File: src/sv/gbca_pkg.sv
`default_nettype none
// ----------------------------------------------------------------------------
// gbca_pkg
// Shared types and constants for the gyro bias calibration accumulator.
// ----------------------------------------------------------------------------
package gbca_pkg;

   localparam int AXES         = 3;
   localparam int SAMPLE_BITS  = 16;
   localparam int LANES        = 2 * AXES;
   localparam int SUM_BITS     = SAMPLE_BITS + 17;
   localparam int MEAN_BITS    = 24;
   localparam int FRAC_BITS    = 8;
   localparam int DVD_BITS     = SUM_BITS + FRAC_BITS;
   localparam int DIV_STEPS    = DVD_BITS;
   localparam int DIV_CNT_BITS = $clog2(DIV_STEPS);

   localparam logic [1:0] REG_TARGET   = 2'd0;
   localparam logic [1:0] REG_INTERVAL = 2'd1;
   localparam logic [1:0] REG_MAX_ABS  = 2'd2;
   localparam logic [1:0] REG_MAX_SPAN = 2'd3;

   localparam logic [1:0] AXIS_NONE = 2'd3;

   typedef enum logic [2:0] {
      PH_IDLE      = 3'd0,
      PH_COLLECT   = 3'd1,
      PH_READY     = 3'd2,
      PH_FAIL_ABS  = 3'd3,
      PH_FAIL_SPAN = 3'd4
   } phase_type;

   typedef enum logic [2:0] {
      ST_IDLE,
      ST_LOAD,
      ST_DIV,
      ST_STORE,
      ST_OUT
   } fsm_type;

   typedef struct packed {
      logic step;
      logic div_load;
      logic div_step;
      logic div_store;
   } ctl_cmd_type;

   typedef struct packed {
      logic finish;
   } dp_sts_type;

endpackage
`default_nettype wire

File: src/sv/gbca_ctl.sv
`default_nettype none
// ----------------------------------------------------------------------------
// gbca_ctl
// Sequencer: takes one request, runs the mean divider when a run completes,
// then holds the response until it is taken.
// ----------------------------------------------------------------------------
module gbca_ctl (
   input  wire logic                 clock,
   input  wire logic                 reset,
   input  wire logic                 req_valid,
   output logic                      req_ready,
   output logic                      rsp_valid,
   input  wire logic                 rsp_ready,
   input  wire gbca_pkg::dp_sts_type sts,
   output gbca_pkg::ctl_cmd_type     cmd
);

   gbca_pkg::fsm_type state_ff, state_in;
   logic [gbca_pkg::DIV_CNT_BITS-1:0] cnt_ff, cnt_in;

   always_ff @(posedge clock) begin
      if (reset) begin
         state_ff <= gbca_pkg::ST_IDLE;
         cnt_ff   <= '0;
      end else begin
         state_ff <= state_in;
         cnt_ff   <= cnt_in;
      end
   end

   always_comb begin
      state_in  = state_ff;
      cnt_in    = cnt_ff;
      cmd       = '0;
      req_ready = 1'b0;
      rsp_valid = 1'b0;
      case (state_ff)
         gbca_pkg::ST_IDLE: begin
            req_ready = 1'b1;
            if (req_valid) begin
               cmd.step = 1'b1;
               state_in = sts.finish ? gbca_pkg::ST_LOAD : gbca_pkg::ST_OUT;
            end
         end
         gbca_pkg::ST_LOAD: begin
            cmd.div_load = 1'b1;
            cnt_in       = '0;
            state_in     = gbca_pkg::ST_DIV;
         end
         gbca_pkg::ST_DIV: begin
            cmd.div_step = 1'b1;
            if (cnt_ff == gbca_pkg::DIV_CNT_BITS'(gbca_pkg::DIV_STEPS - 1)) begin
               state_in = gbca_pkg::ST_STORE;
            end
            cnt_in = cnt_ff + 1'b1;
         end
         gbca_pkg::ST_STORE: begin
            cmd.div_store = 1'b1;
            state_in      = gbca_pkg::ST_OUT;
         end
         gbca_pkg::ST_OUT: begin
            rsp_valid = 1'b1;
            if (rsp_ready) begin
               state_in = gbca_pkg::ST_IDLE;
            end
         end
         default: state_in = gbca_pkg::ST_IDLE;
      endcase
   end

endmodule
`default_nettype wire

File: src/sv/gbca_dp.sv
`default_nettype none
// ----------------------------------------------------------------------------
// gbca_dp
// Run state, per-axis extremes and sums, limit checks and six restoring
// divider lanes that turn the sums into means.
// ----------------------------------------------------------------------------
module gbca_dp (
   input  wire logic                  clock,
   input  wire logic                  reset,
   input  wire gbca_pkg::ctl_cmd_type cmd,
   output gbca_pkg::dp_sts_type       sts,
   input  wire logic                  csr_we,
   input  wire logic [1:0]            csr_addr,
   input  wire logic [15:0]           csr_wdata,
   input  wire logic                  req_command,
   input  wire logic [31:0]           req_now_ms,
   input  wire logic signed [15:0]    req_gyro_x,
   input  wire logic signed [15:0]    req_gyro_y,
   input  wire logic signed [15:0]    req_gyro_z,
   input  wire logic signed [15:0]    req_accel_x,
   input  wire logic signed [15:0]    req_accel_y,
   input  wire logic signed [15:0]    req_accel_z,
   output logic [2:0]                 rsp_status,
   output logic [1:0]                 rsp_fault_axis,
   output logic                       rsp_means_valid,
   output logic signed [23:0]         rsp_bias_x,
   output logic signed [23:0]         rsp_bias_y,
   output logic signed [23:0]         rsp_bias_z,
   output logic signed [23:0]         rsp_accel_mean_x,
   output logic signed [23:0]         rsp_accel_mean_y,
   output logic signed [23:0]         rsp_accel_mean_z
);

   localparam int SB = gbca_pkg::SAMPLE_BITS;
   localparam int NL = gbca_pkg::LANES;
   localparam int NA = gbca_pkg::AXES;
   localparam int MB = gbca_pkg::MEAN_BITS;
   localparam int DB = gbca_pkg::DVD_BITS;
   localparam int UB = gbca_pkg::SUM_BITS;

   // configuration
   logic [15:0] target_ff, interval_ff, max_abs_ff, max_span_ff;

   // run state
   gbca_pkg::phase_type phase_ff, phase_in;
   logic [1:0]  failed_ff, failed_in;
   logic [15:0] count_ff, count_in;
   logic [31:0] last_ff, last_in;
   logic        has_last_ff, has_last_in;
   logic [15:0] lat_target_ff, lat_target_in;
   logic [15:0] lat_interval_ff, lat_interval_in;
   logic signed [SB-1:0] min_ff [NA];
   logic signed [SB-1:0] min_in [NA];
   logic signed [SB-1:0] max_ff [NA];
   logic signed [SB-1:0] max_in [NA];
   logic signed [UB-1:0] sum_ff [NL];
   logic signed [UB-1:0] sum_in [NL];

   // divider lanes
   logic [DB-1:0] dvd_ff [NL];
   logic [DB-1:0] dvd_in [NL];
   logic [15:0]   rem_ff [NL];
   logic [15:0]   rem_in [NL];
   logic [MB-1:0] quo_ff [NL];
   logic [MB-1:0] quo_in [NL];
   logic          neg_ff [NL];
   logic          neg_in [NL];
   logic [MB-1:0] mean_ff [NL];
   logic [MB-1:0] mean_in [NL];

   logic signed [SB-1:0] smp [NL];
   logic signed [SB-1:0] nmin [NA];
   logic signed [SB-1:0] nmax [NA];
   logic [SB:0]   mag [NA];
   logic [SB:0]   span [NA];
   logic [NA-1:0] abs_hit, span_hit;
   logic [1:0]    abs_axis, span_axis;
   logic [31:0]   gap;
   logic          early;
   logic [15:0]   count_nx;
   logic [UB-1:0] umag;
   logic [16:0]   trial;
   logic          qbit;

   assign smp[0] = req_gyro_x;
   assign smp[1] = req_gyro_y;
   assign smp[2] = req_gyro_z;
   assign smp[3] = req_accel_x;
   assign smp[4] = req_accel_y;
   assign smp[5] = req_accel_z;

   always_ff @(posedge clock) begin
      if (reset) begin
         target_ff   <= 16'd1;
         interval_ff <= 16'd0;
         max_abs_ff  <= 16'd32768;
         max_span_ff <= 16'd65535;
      end else if (csr_we) begin
         case (csr_addr)
            gbca_pkg::REG_TARGET:   target_ff   <= csr_wdata;
            gbca_pkg::REG_INTERVAL: interval_ff <= csr_wdata;
            gbca_pkg::REG_MAX_ABS:  max_abs_ff  <= csr_wdata;
            gbca_pkg::REG_MAX_SPAN: max_span_ff <= csr_wdata;
            default: ;
         endcase
      end
   end

   always_ff @(posedge clock) begin
      if (reset) begin
         phase_ff        <= gbca_pkg::PH_IDLE;
         failed_ff       <= gbca_pkg::AXIS_NONE;
         count_ff        <= '0;
         has_last_ff     <= 1'b0;
         lat_target_ff   <= 16'd1;
         lat_interval_ff <= 16'd0;
      end else begin
         phase_ff        <= phase_in;
         failed_ff       <= failed_in;
         count_ff        <= count_in;
         has_last_ff     <= has_last_in;
         lat_target_ff   <= lat_target_in;
         lat_interval_ff <= lat_interval_in;
      end
   end

   always_ff @(posedge clock) begin
      last_ff <= last_in;
      for (int a = 0; a < NA; a++) begin
         min_ff[a] <= min_in[a];
         max_ff[a] <= max_in[a];
      end
      for (int l = 0; l < NL; l++) begin
         sum_ff[l]  <= sum_in[l];
         dvd_ff[l]  <= dvd_in[l];
         rem_ff[l]  <= rem_in[l];
         quo_ff[l]  <= quo_in[l];
         neg_ff[l]  <= neg_in[l];
         mean_ff[l] <= mean_in[l];
      end
   end

   // checks on the incoming sample
   always_comb begin
      gap   = req_now_ms - last_ff;
      early = has_last_ff && (gap < {16'd0, lat_interval_ff});
      abs_axis  = gbca_pkg::AXIS_NONE;
      span_axis = gbca_pkg::AXIS_NONE;
      for (int a = 0; a < NA; a++) begin
         mag[a] = smp[a][SB-1] ? ((SB+1)'(0) - {smp[a][SB-1], smp[a]})
                               : {smp[a][SB-1], smp[a]};
         abs_hit[a] = mag[a] > {1'b0, max_abs_ff};
         nmin[a] = ((count_ff == '0) || (smp[a] < min_ff[a])) ? smp[a] : min_ff[a];
         nmax[a] = ((count_ff == '0) || (smp[a] > max_ff[a])) ? smp[a] : max_ff[a];
         span[a] = {nmax[a][SB-1], nmax[a]} - {nmin[a][SB-1], nmin[a]};
         span_hit[a] = span[a] > {1'b0, max_span_ff};
      end
      // lowest failing axis wins
      for (int a = NA - 1; a >= 0; a--) begin
         if (abs_hit[a]) abs_axis = 2'(a);
         if (span_hit[a]) span_axis = 2'(a);
      end
      count_nx = count_ff + 16'd1;
   end

   always_comb begin
      phase_in        = phase_ff;
      failed_in       = failed_ff;
      count_in        = count_ff;
      last_in         = last_ff;
      has_last_in     = has_last_ff;
      lat_target_in   = lat_target_ff;
      lat_interval_in = lat_interval_ff;
      min_in          = min_ff;
      max_in          = max_ff;
      sum_in          = sum_ff;
      sts.finish      = 1'b0;
      if (cmd.step) begin
         if (req_command) begin
            if (target_ff != '0) begin
               phase_in        = gbca_pkg::PH_COLLECT;
               failed_in       = gbca_pkg::AXIS_NONE;
               count_in        = '0;
               has_last_in     = 1'b0;
               lat_target_in   = target_ff;
               lat_interval_in = interval_ff;
               for (int l = 0; l < NL; l++) sum_in[l] = '0;
            end
         end else if (phase_ff == gbca_pkg::PH_COLLECT && !early) begin
            if (abs_hit != '0) begin
               phase_in  = gbca_pkg::PH_FAIL_ABS;
               failed_in = abs_axis;
            end else begin
               min_in = nmin;
               max_in = nmax;
               for (int l = 0; l < NL; l++) begin
                  sum_in[l] = sum_ff[l] + UB'(smp[l]);
               end
               count_in    = count_nx;
               last_in     = req_now_ms;
               has_last_in = 1'b1;
               if (count_nx >= lat_target_ff) begin
                  if (span_hit != '0) begin
                     phase_in  = gbca_pkg::PH_FAIL_SPAN;
                     failed_in = span_axis;
                  end else begin
                     phase_in   = gbca_pkg::PH_READY;
                     failed_in  = gbca_pkg::AXIS_NONE;
                     sts.finish = 1'b1;
                  end
               end
            end
         end
      end
   end

   // restoring division of |sum| * 256 by the sample count, one bit per cycle
   always_comb begin
      dvd_in  = dvd_ff;
      rem_in  = rem_ff;
      quo_in  = quo_ff;
      neg_in  = neg_ff;
      mean_in = mean_ff;
      umag    = '0;
      trial   = '0;
      qbit    = 1'b0;
      for (int l = 0; l < NL; l++) begin
         if (cmd.div_load) begin
            neg_in[l] = sum_ff[l][UB-1];
            umag      = sum_ff[l][UB-1] ? (UB'(0) - sum_ff[l]) : sum_ff[l];
            dvd_in[l] = {umag, gbca_pkg::FRAC_BITS'(0)};
            rem_in[l] = '0;
            quo_in[l] = '0;
         end
         if (cmd.div_step) begin
            trial = {rem_ff[l], dvd_ff[l][DB-1]};
            qbit  = trial >= {1'b0, count_ff};
            rem_in[l] = qbit ? 16'(trial - {1'b0, count_ff}) : trial[15:0];
            dvd_in[l] = {dvd_ff[l][DB-2:0], 1'b0};
            quo_in[l] = {quo_ff[l][MB-2:0], qbit};
         end
         if (cmd.div_store) begin
            mean_in[l] = neg_ff[l] ? (MB'(0) - quo_ff[l]) : quo_ff[l];
         end
      end
   end

   always_comb begin
      rsp_status      = phase_ff;
      rsp_fault_axis  = failed_ff;
      rsp_means_valid = phase_ff == gbca_pkg::PH_READY;
      rsp_bias_x       = rsp_means_valid ? mean_ff[0] : '0;
      rsp_bias_y       = rsp_means_valid ? mean_ff[1] : '0;
      rsp_bias_z       = rsp_means_valid ? mean_ff[2] : '0;
      rsp_accel_mean_x = rsp_means_valid ? mean_ff[3] : '0;
      rsp_accel_mean_y = rsp_means_valid ? mean_ff[4] : '0;
      rsp_accel_mean_z = rsp_means_valid ? mean_ff[5] : '0;
   end

endmodule
`default_nettype wire

File: src/sv/gyro_bias_calibration_accumulator.sv
`default_nettype none
// ----------------------------------------------------------------------------
// gyro_bias_calibration_accumulator
// Collects gyro and accel samples, checks rate limits and reports the gyro
// bias and accel means of a completed run in 1/256 count units.
// ----------------------------------------------------------------------------
//  channel   handshake           direction  payload
//  req_      req_valid/ready     in         command, now_ms, gyro/accel x,y,z
//  rsp_      rsp_valid/ready     out        status, fault_axis, means
//  csr_      csr_we              in         csr_addr, csr_wdata
//
// One request at a time. A request goes from idle straight to the response state,
// except the one that completes a run: the six means are divided in parallel
// lanes one quotient bit per cycle, 41 steps plus load and store.
// req_ready drops from acceptance until the response transfer.
// Synchronous reset; no clearing pass.
// ----------------------------------------------------------------------------
module gyro_bias_calibration_accumulator (
   input  wire logic               clock,
   input  wire logic               reset,
   input  wire logic               req_valid,
   output logic                    req_ready,
   input  wire logic               req_command,
   input  wire logic [31:0]        req_now_ms,
   input  wire logic signed [15:0] req_gyro_x,
   input  wire logic signed [15:0] req_gyro_y,
   input  wire logic signed [15:0] req_gyro_z,
   input  wire logic signed [15:0] req_accel_x,
   input  wire logic signed [15:0] req_accel_y,
   input  wire logic signed [15:0] req_accel_z,
   output logic                    rsp_valid,
   input  wire logic               rsp_ready,
   output logic [2:0]              rsp_status,
   output logic [1:0]              rsp_fault_axis,
   output logic                    rsp_means_valid,
   output logic signed [23:0]      rsp_bias_x,
   output logic signed [23:0]      rsp_bias_y,
   output logic signed [23:0]      rsp_bias_z,
   output logic signed [23:0]      rsp_accel_mean_x,
   output logic signed [23:0]      rsp_accel_mean_y,
   output logic signed [23:0]      rsp_accel_mean_z,
   input  wire logic               csr_we,
   input  wire logic [1:0]         csr_addr,
   input  wire logic [15:0]        csr_wdata
);

   gbca_pkg::ctl_cmd_type cmd;
   gbca_pkg::dp_sts_type  sts;

   gbca_ctl u_ctl (
      .clock     (clock),
      .reset     (reset),
      .req_valid (req_valid),
      .req_ready (req_ready),
      .rsp_valid (rsp_valid),
      .rsp_ready (rsp_ready),
      .sts       (sts),
      .cmd       (cmd)
   );

   gbca_dp u_dp (
      .clock            (clock),
      .reset            (reset),
      .cmd              (cmd),
      .sts              (sts),
      .csr_we           (csr_we),
      .csr_addr         (csr_addr),
      .csr_wdata        (csr_wdata),
      .req_command      (req_command),
      .req_now_ms       (req_now_ms),
      .req_gyro_x       (req_gyro_x),
      .req_gyro_y       (req_gyro_y),
      .req_gyro_z       (req_gyro_z),
      .req_accel_x      (req_accel_x),
      .req_accel_y      (req_accel_y),
      .req_accel_z      (req_accel_z),
      .rsp_status       (rsp_status),
      .rsp_fault_axis   (rsp_fault_axis),
      .rsp_means_valid  (rsp_means_valid),
      .rsp_bias_x       (rsp_bias_x),
      .rsp_bias_y       (rsp_bias_y),
      .rsp_bias_z       (rsp_bias_z),
      .rsp_accel_mean_x (rsp_accel_mean_x),
      .rsp_accel_mean_y (rsp_accel_mean_y),
      .rsp_accel_mean_z (rsp_accel_mean_z)
   );

   // one request in flight at a time
   a_one_in_flight: assert property (@(posedge clock) disable iff (reset)
      rsp_valid |-> !req_ready)
      else $error("request taken while a response is pending");

   a_means_flag: assert property (@(posedge clock) disable iff (reset)
      rsp_valid |-> (rsp_means_valid == (rsp_status == gbca_pkg::PH_READY)))
      else $error("means_valid does not match ready status");

   a_axis_none: assert property (@(posedge clock) disable iff (reset)
      (rsp_valid && (rsp_status == gbca_pkg::PH_IDLE ||
                     rsp_status == gbca_pkg::PH_COLLECT ||
                     rsp_status == gbca_pkg::PH_READY))
      |-> (rsp_fault_axis == gbca_pkg::AXIS_NONE))
      else $error("fail axis named without a failure");

   a_hidden_means: assert property (@(posedge clock) disable iff (reset)
      (rsp_valid && !rsp_means_valid) |-> (rsp_bias_x == '0 && rsp_accel_mean_z == '0))
      else $error("means shown outside ready");

endmodule
`default_nettype wire
File: config.mk
export PLATFORM = sky130hd
export DESIGN_NAME = gyro_bias_calibration_accumulator
export DESIGN_NICKNAME = d
export VERILOG_FILES = /design/src/sv/gbca_pkg.sv /design/src/sv/gbca_ctl.sv /design/src/sv/gbca_dp.sv /design/src/sv/gyro_bias_calibration_accumulator.sv
export SDC_FILE = /design/constraint.sdc
export NUM_CORES = 2
export LEC_CHECK = 0
export BUFFER_PORTS_ARGS = -buffer_cell sky130_fd_sc_hd__buf_2
export CORE_AREA = 2 2 336 338
export CTS_CLUSTER_SIZE = 25
export DETAILED_ROUTE_END_ITERATION = 16
export DIE_AREA = 0 0 338 340
export PLACE_DENSITY = 0.84
export SYNTH_ARGS = -nofsm -noshare
export SYNTH_HDL_FRONTEND = slang
export SYNTH_SLANG_ARGS = --single-unit
File: constraint.sdc
create_clock -name clock -period 12.45 [get_ports clock]
set_clock_uncertainty 0.2 [all_clocks]
set_input_delay 0.6225 -clock clock [delete_from_list [all_inputs] [get_ports clock]]
set_output_delay 0.6225 -clock clock [all_outputs]
set_load 0.02 [all_outputs]
# Yosys cells after proc, flatten, opt, wreduce, memory -nomap -nowiden
# Index checks and enable logic that the tools add are counted.
[word_totals]
input_bits = 152
regBits = 1041
[op_classes]
n_reduce_logical = 28
mux = 108
order_cmp = 20
n_addsub = 33
bitwise = 2
n_eq_ne = 15
[op_table]
columns = ["operator", "n"]
rows = [
  ["$mux 198", 4],
  ["$mux 41", 12],
  ["$mux 24", 19],
  ["$mux 16", 23],
  ["$add 33x16->33", 6],
  ["$mux 33", 6],
  ["$sub 1x33->33 const A", 6],
  ["$sub 1x24->24 const A", 6],
  ["$ge 17x16->1", 6],
  ["$gt 17x16->1", 6],
  ["$sub 16x16->16", 6],
  ["$mux 17", 3],
  ["$sub 1x16->17 const A", 3],
  ["$sub 16x16->17", 3],
  ["$gt 16x16->1", 3],
  ["$lt 16x16->1", 3],
  ["$lt 32x16->1", 1],
  ["$sub 32x32->32", 1],
  ["$mux 3", 10],
  ["$mux 2", 10],
  ["$mux 1", 19],
  ["$add 16x1->16 const B", 1],
  ["$ge 16x16->1", 1],
  ["$logic_not 16->1", 1],
  ["other kinds (23)", 47],
]

# Depth between registers and ports, before layout
[logic_depth]
ltp_word = 15
mapped_depth = 40

# By module
# Synthesis repeated with hierarchy kept, for this count alone.
[unflattened]
hier_cells = 7133
area_unflattened_um2 = 69370.3
[modules_own_cells]
columns = ["module", "instances", "cells_per_inst", "area_each_um2"]
rows = [
  ["gbca_dp", 1, 7071, 68824.8],
  ["gbca_ctl", 1, 62, 545.5],
]

# Worst setup path before layout
# Ideal clock, no wire load.
[synth_path]
kind = "reg-to-reg"
start = "register u_ctl.state_ff[1]"
end = "register u_dp.dvd_ff[100] (netlist bit) (enable)"
setup_ps = 785
path_slack_ps = 1211
arrival_time_ps = 10254
stages_incl_launch_ff = 7
n_path_buf = 3
required_time_ps = 11465
cell_sequence = "dfxtp_1 clkbuf_1 nor3b_1 clkbuf_1 clkbuf_1 nor2_1 inv_1"
[synth_between]
elab_chain_cells = 3
word_cells_on_any_way = 5
cone_classes = "eq/ne: 2; mux: 2; reduce/logical: 1"
[synth_lines]
columns = ["item", "line_no", "source"]
rows = [
  ["from (decl)", "gbca_ctl.sv:18", "gbca_pkg::fsm_type state_ff, state_in;"],
  ["from (signal assigned)", "gbca_ctl.sv:23", "state_ff <= gbca_pkg::ST_IDLE;"],
  ["from (signal assigned)", "gbca_ctl.sv:26", "state_ff <= state_in;"],
  ["$eq 3x2->1 / $eq 3x1->1 (equally long branches)", "gbca_ctl.sv:37", "case (state_ff)"],
  ["$mux 1", "gbca_ctl.sv:37", ""],
  ["$reduce_bool 2->1 (no line) (*)", "--", ""],
  ["to (signal, indexed assignment)", "gbca_dp.sv:135", "dvd_ff[l] <= dvd_in[l];"],
  ["to (decl)", "gbca_dp.sv:60", "logic [DB-1:0] dvd_ff [NL];"],
]
# Mark *: on every way between the ends. The rest lies on a longest branch, timed or not.
# A chain may end at the register's enable or synchronous reset.

==> results.tsv <==
metric	value	unit
max_slew headroom	0.237	
Die W	338	um
capture point of the critical path	u_ctl.state_ff[2]	
Min-Delay Path Class	primary input to flop	
commonest non-fill, non-tap cell in the layout	edfxtp_1	
root buffer cell	clkbuf_16	
Crit path required time	12810	ps
Skew-Pair Late Insertion Delay	770	ps
ratio of cells with drive above 1 in the final layout	0.0827	
vias in the first global route	52800	
Overflow after GRT	0	
post-DR vias/cell	6.03	
worst hold margin	53.8	ps
most used flip-flop cell after synthesis	edfxtp_1	
CP Class	flop to flop	
Mapped Nets	7933	
clock buffer depth	3	
Worst R2R Start	u_dp.max_ff[1]	
fmax	0.125	GHz
Clock power frac	0.382	
#FFs+latches synth	1041	
WP data arrival	8330	ps
drt total wl	167000	um
Fillers	8341	
min setup slack post-route	4470	ps
CTS buffer count	109	
Placed Area	72500	sq um
pre-CTS setup slack	4290	ps
DR WL/cell	18.6	um
switch share	0.275	
ranking of synthesized cells by area	edfxtp_1, ha_1, xnor2_1	
power density over cell area	117	nW/um^2
cell taking the most area after synthesis	edfxtp_1	
Warnings, synthesis	0	
total track usage	0.286	
asr flop ratio synth	0	
worst r2r dst	u_ctl.state_ff[2]	
netlist area before placement	69700	sq um
Worst Tran Pin Value	1140	ps
Placer Congestion	0.947	
setup total negative slack	0	ps
crit path capture type	flop	
global-route wire length before repair	268000	um
number of synthesized flops with an enable pin	914	
Switch Pwr	2460	uW
initial antenna violation count	3	
Nets	8175	
commonest non-fill, non-tap cells in the layout	edfxtp_1, nand2_1, ha_1	
DR pass1 iterations	6	
CTS tree	done	
Leakage	0.0307	uW
Worst Hold Launch	csr_wdata[1]	
sequential area share after synthesis	0.431	
R2R depth	36	
minimum clock period after layout	7980	ps
final instance area	76500	sq um
max-cap violation count	0	
Setup crit start kind	flop	
CP peak stage delay	420	ps
drc violations	0	
die height	340	um
initial core utilization	0.624	
IO Pins	304	
Syn Inst Count	7161	
crit-path most repeated cell	o21ai_0	
crit path launch	u_dp.max_ff[1]	
CTS Sinks	1041	
std cell rows	123	
status	completed	
post-CTS resize count	0	
Mean Syn Cell Area	9.73	sq um
Port Buffers	303	
initial detailed-routing violation count	4227	
area grow syn2layout	9.89	%
largest net degree at the start of global routing	166	
final period utilization	0.641	
area of the die	115000	sq um
# setup viols final	0	
total power after layout	8970	uW
clock slew at reported path FFs	60	ps
RSZ-0062 raised after global routing	false	
DP HPWL	117000	um
htree depth	3	
sequential share of power	0.449	
core area	112000	sq um
Int Pwr	6510	uW
top-area cell type share of the netlist area	0.394	
final hold violations	0	
critical-path maximum fanout	18	
maximum VDD drop	0.000107	V
Via Count	54200	
Post-DRT Antenna Nets	0	
flop2flop setup slack	4470	ps
Worst path slowest cell	nor3b_1	
Netlist cell types	87	
Combinational Power Share	0.169	
Slew Viols, Final	0	
routing by layer:
layer,GRT usage,part of all wire,vias to the layer above,wire length (um)
li1,-,-,26400,-
met1,0.367,0.42,25800,70000
met2,0.486,0.48,1656,79900
met3,0.0409,0.063,380,10600
met4,0.112,0.038,0,6350
met5,0,0,-,0
worst max-delay path: cells and delay by family, from the launching register on:
kind / cells / cell delay [ps]
AOI/OAI and AO/OA: 24 / 4570
and+or+nand+nor: 6 / 1060
adders and majority gates: 3 / 780
buffers and inverters: 2 / 420
muxes: 1 / 400
DFF: 1 / 390
flip-flops by register name (all words and copies together), names as in the netlist:
| signal | count |
|---|---|
| u_dp.interval_ff | 16 |
| u_dp.lat_target_ff | 16 |
| u_dp.sum_ff | 198 |
| u_dp.rsp_fault_axis | 2 |
| u_dp.rsp_status | 3 |
| u_dp.min_ff | 48 |
| u_dp.max_abs_ff | 16 |
| u_ctl.state_ff | 3 |
| u_dp.last_ff | 32 |
| u_dp.quo_ff | 144 |
| u_dp.max_span_ff | 16 |
| u_dp.rem_ff | 96 |
| u_dp.lat_interval_ff | 16 |
| u_dp.mean_ff | 144 |
| u_dp.dvd_ff | 198 |
| u_dp.has_last_ff | 1 |
| u_dp.target_ff | 16 |
| u_dp.count_ff | 16 |
| u_dp.max_ff | 48 |
| u_dp.neg_ff | 6 |
| u_ctl.cnt_ff | 6 |
area by class of cell:
| type | instances | area (sq um) | area share |
|---|---|---|---|
| antenna | 2 | 5.00 | 0.0000654 |
| clock buffer | 133 | 2910 | 0.0380 |
| clock inverter | 71 | 850 | 0.0111 |
| inverter | 413 | 1570 | 0.0204 |
| multi-input combinational | 5473 | 37300 | 0.487 |
| sequential | 1041 | 30000 | 0.392 |
| tap | 1500 | 1880 | 0.0245 |
| timing repair buffer | 365 | 2100 | 0.0274 |
power groups by stage:
stage	Clock (uW)	Combinational, uW	Sequential [uW]
final	3430	1510	4030
after floorplan	0	1140	4070
after global placement	0	1420	4090
after CTS	3470	1500	4020
after global routing	3600	1690	4040
after detailed placement	0	1480	4100
synth_stat cells, types with 28 or more instances:
cell type	count
nor2b_1	71
xor2_1	315
nand2b_1	88
nand3_1	112
a21boi_0	46
inv_1	413
nor3_1	134
a21o_1	194
o21ai_0	529
nor2_1	560
mux2_2	47
o21a_1	55
clkbuf_1	205
nand4_1	70
a21oi_1	407
a211o_1	36
a31oi_1	37
or4_1	56
dfxtp_1	127
or2_2	35
edfxtp_1	914
or3_1	77
ha_1	604
xnor2_1	330
o31ai_1	109
and2_1	296
and3_1	28
nor4_1	38
mux2i_1	103
nand2_1	737
a211oi_1	55
o41ai_1	52
timing repair:
action | CTS | global route
setup buffers | 0 | 0
hold buffers | 32 | 0
endpoints found under the hold margin | 32 | 0
cell families (layout without fill, tap and decap cells):
family,Yosys count,in the layout,synth area share
and+or+nand+nor,2370,2370,0.165
xor gates and xnor gates,645,645,0.0811
other,0,2,0
DFF,1041,1041,0.431
buffers and inverters,647,982,0.0352
muxes,150,150,0.0224
adders and majority gates,620,620,0.113
AOI/OAI and AO/OA,1688,1688,0.152
per-stage QoR:
| stage | std cells | util |
|---|---|---|
| after floorplan | 7161 | - |
| after global placement | 8760 | 0.649 |
| after detailed placement | 8760 | 0.649 |
| after CTS | 8996 | 0.686 |
| after global routing | 8997 | 0.686 |
| final | 8998 | 0.686 |
worst min path at each step:
stage / endpoint / slack (ps) / depth (start not counted)
4_1_cts: u_dp.max_abs_ff[2] / 10 / 3
5_1_grt: u_dp.target_ff[2] / 50 / 3
2_1_floorplan: u_dp.neg_ff[1] / 220 / 0
3_3_place_gp: u_dp.lat_interval_ff[3] / 240 / 2
6_report: u_dp.max_abs_ff[1] / 50 / 3
3_5_place_dp: u_dp.lat_interval_ff[8] / 250 / 2
Power figures use the tool's default switching activity.
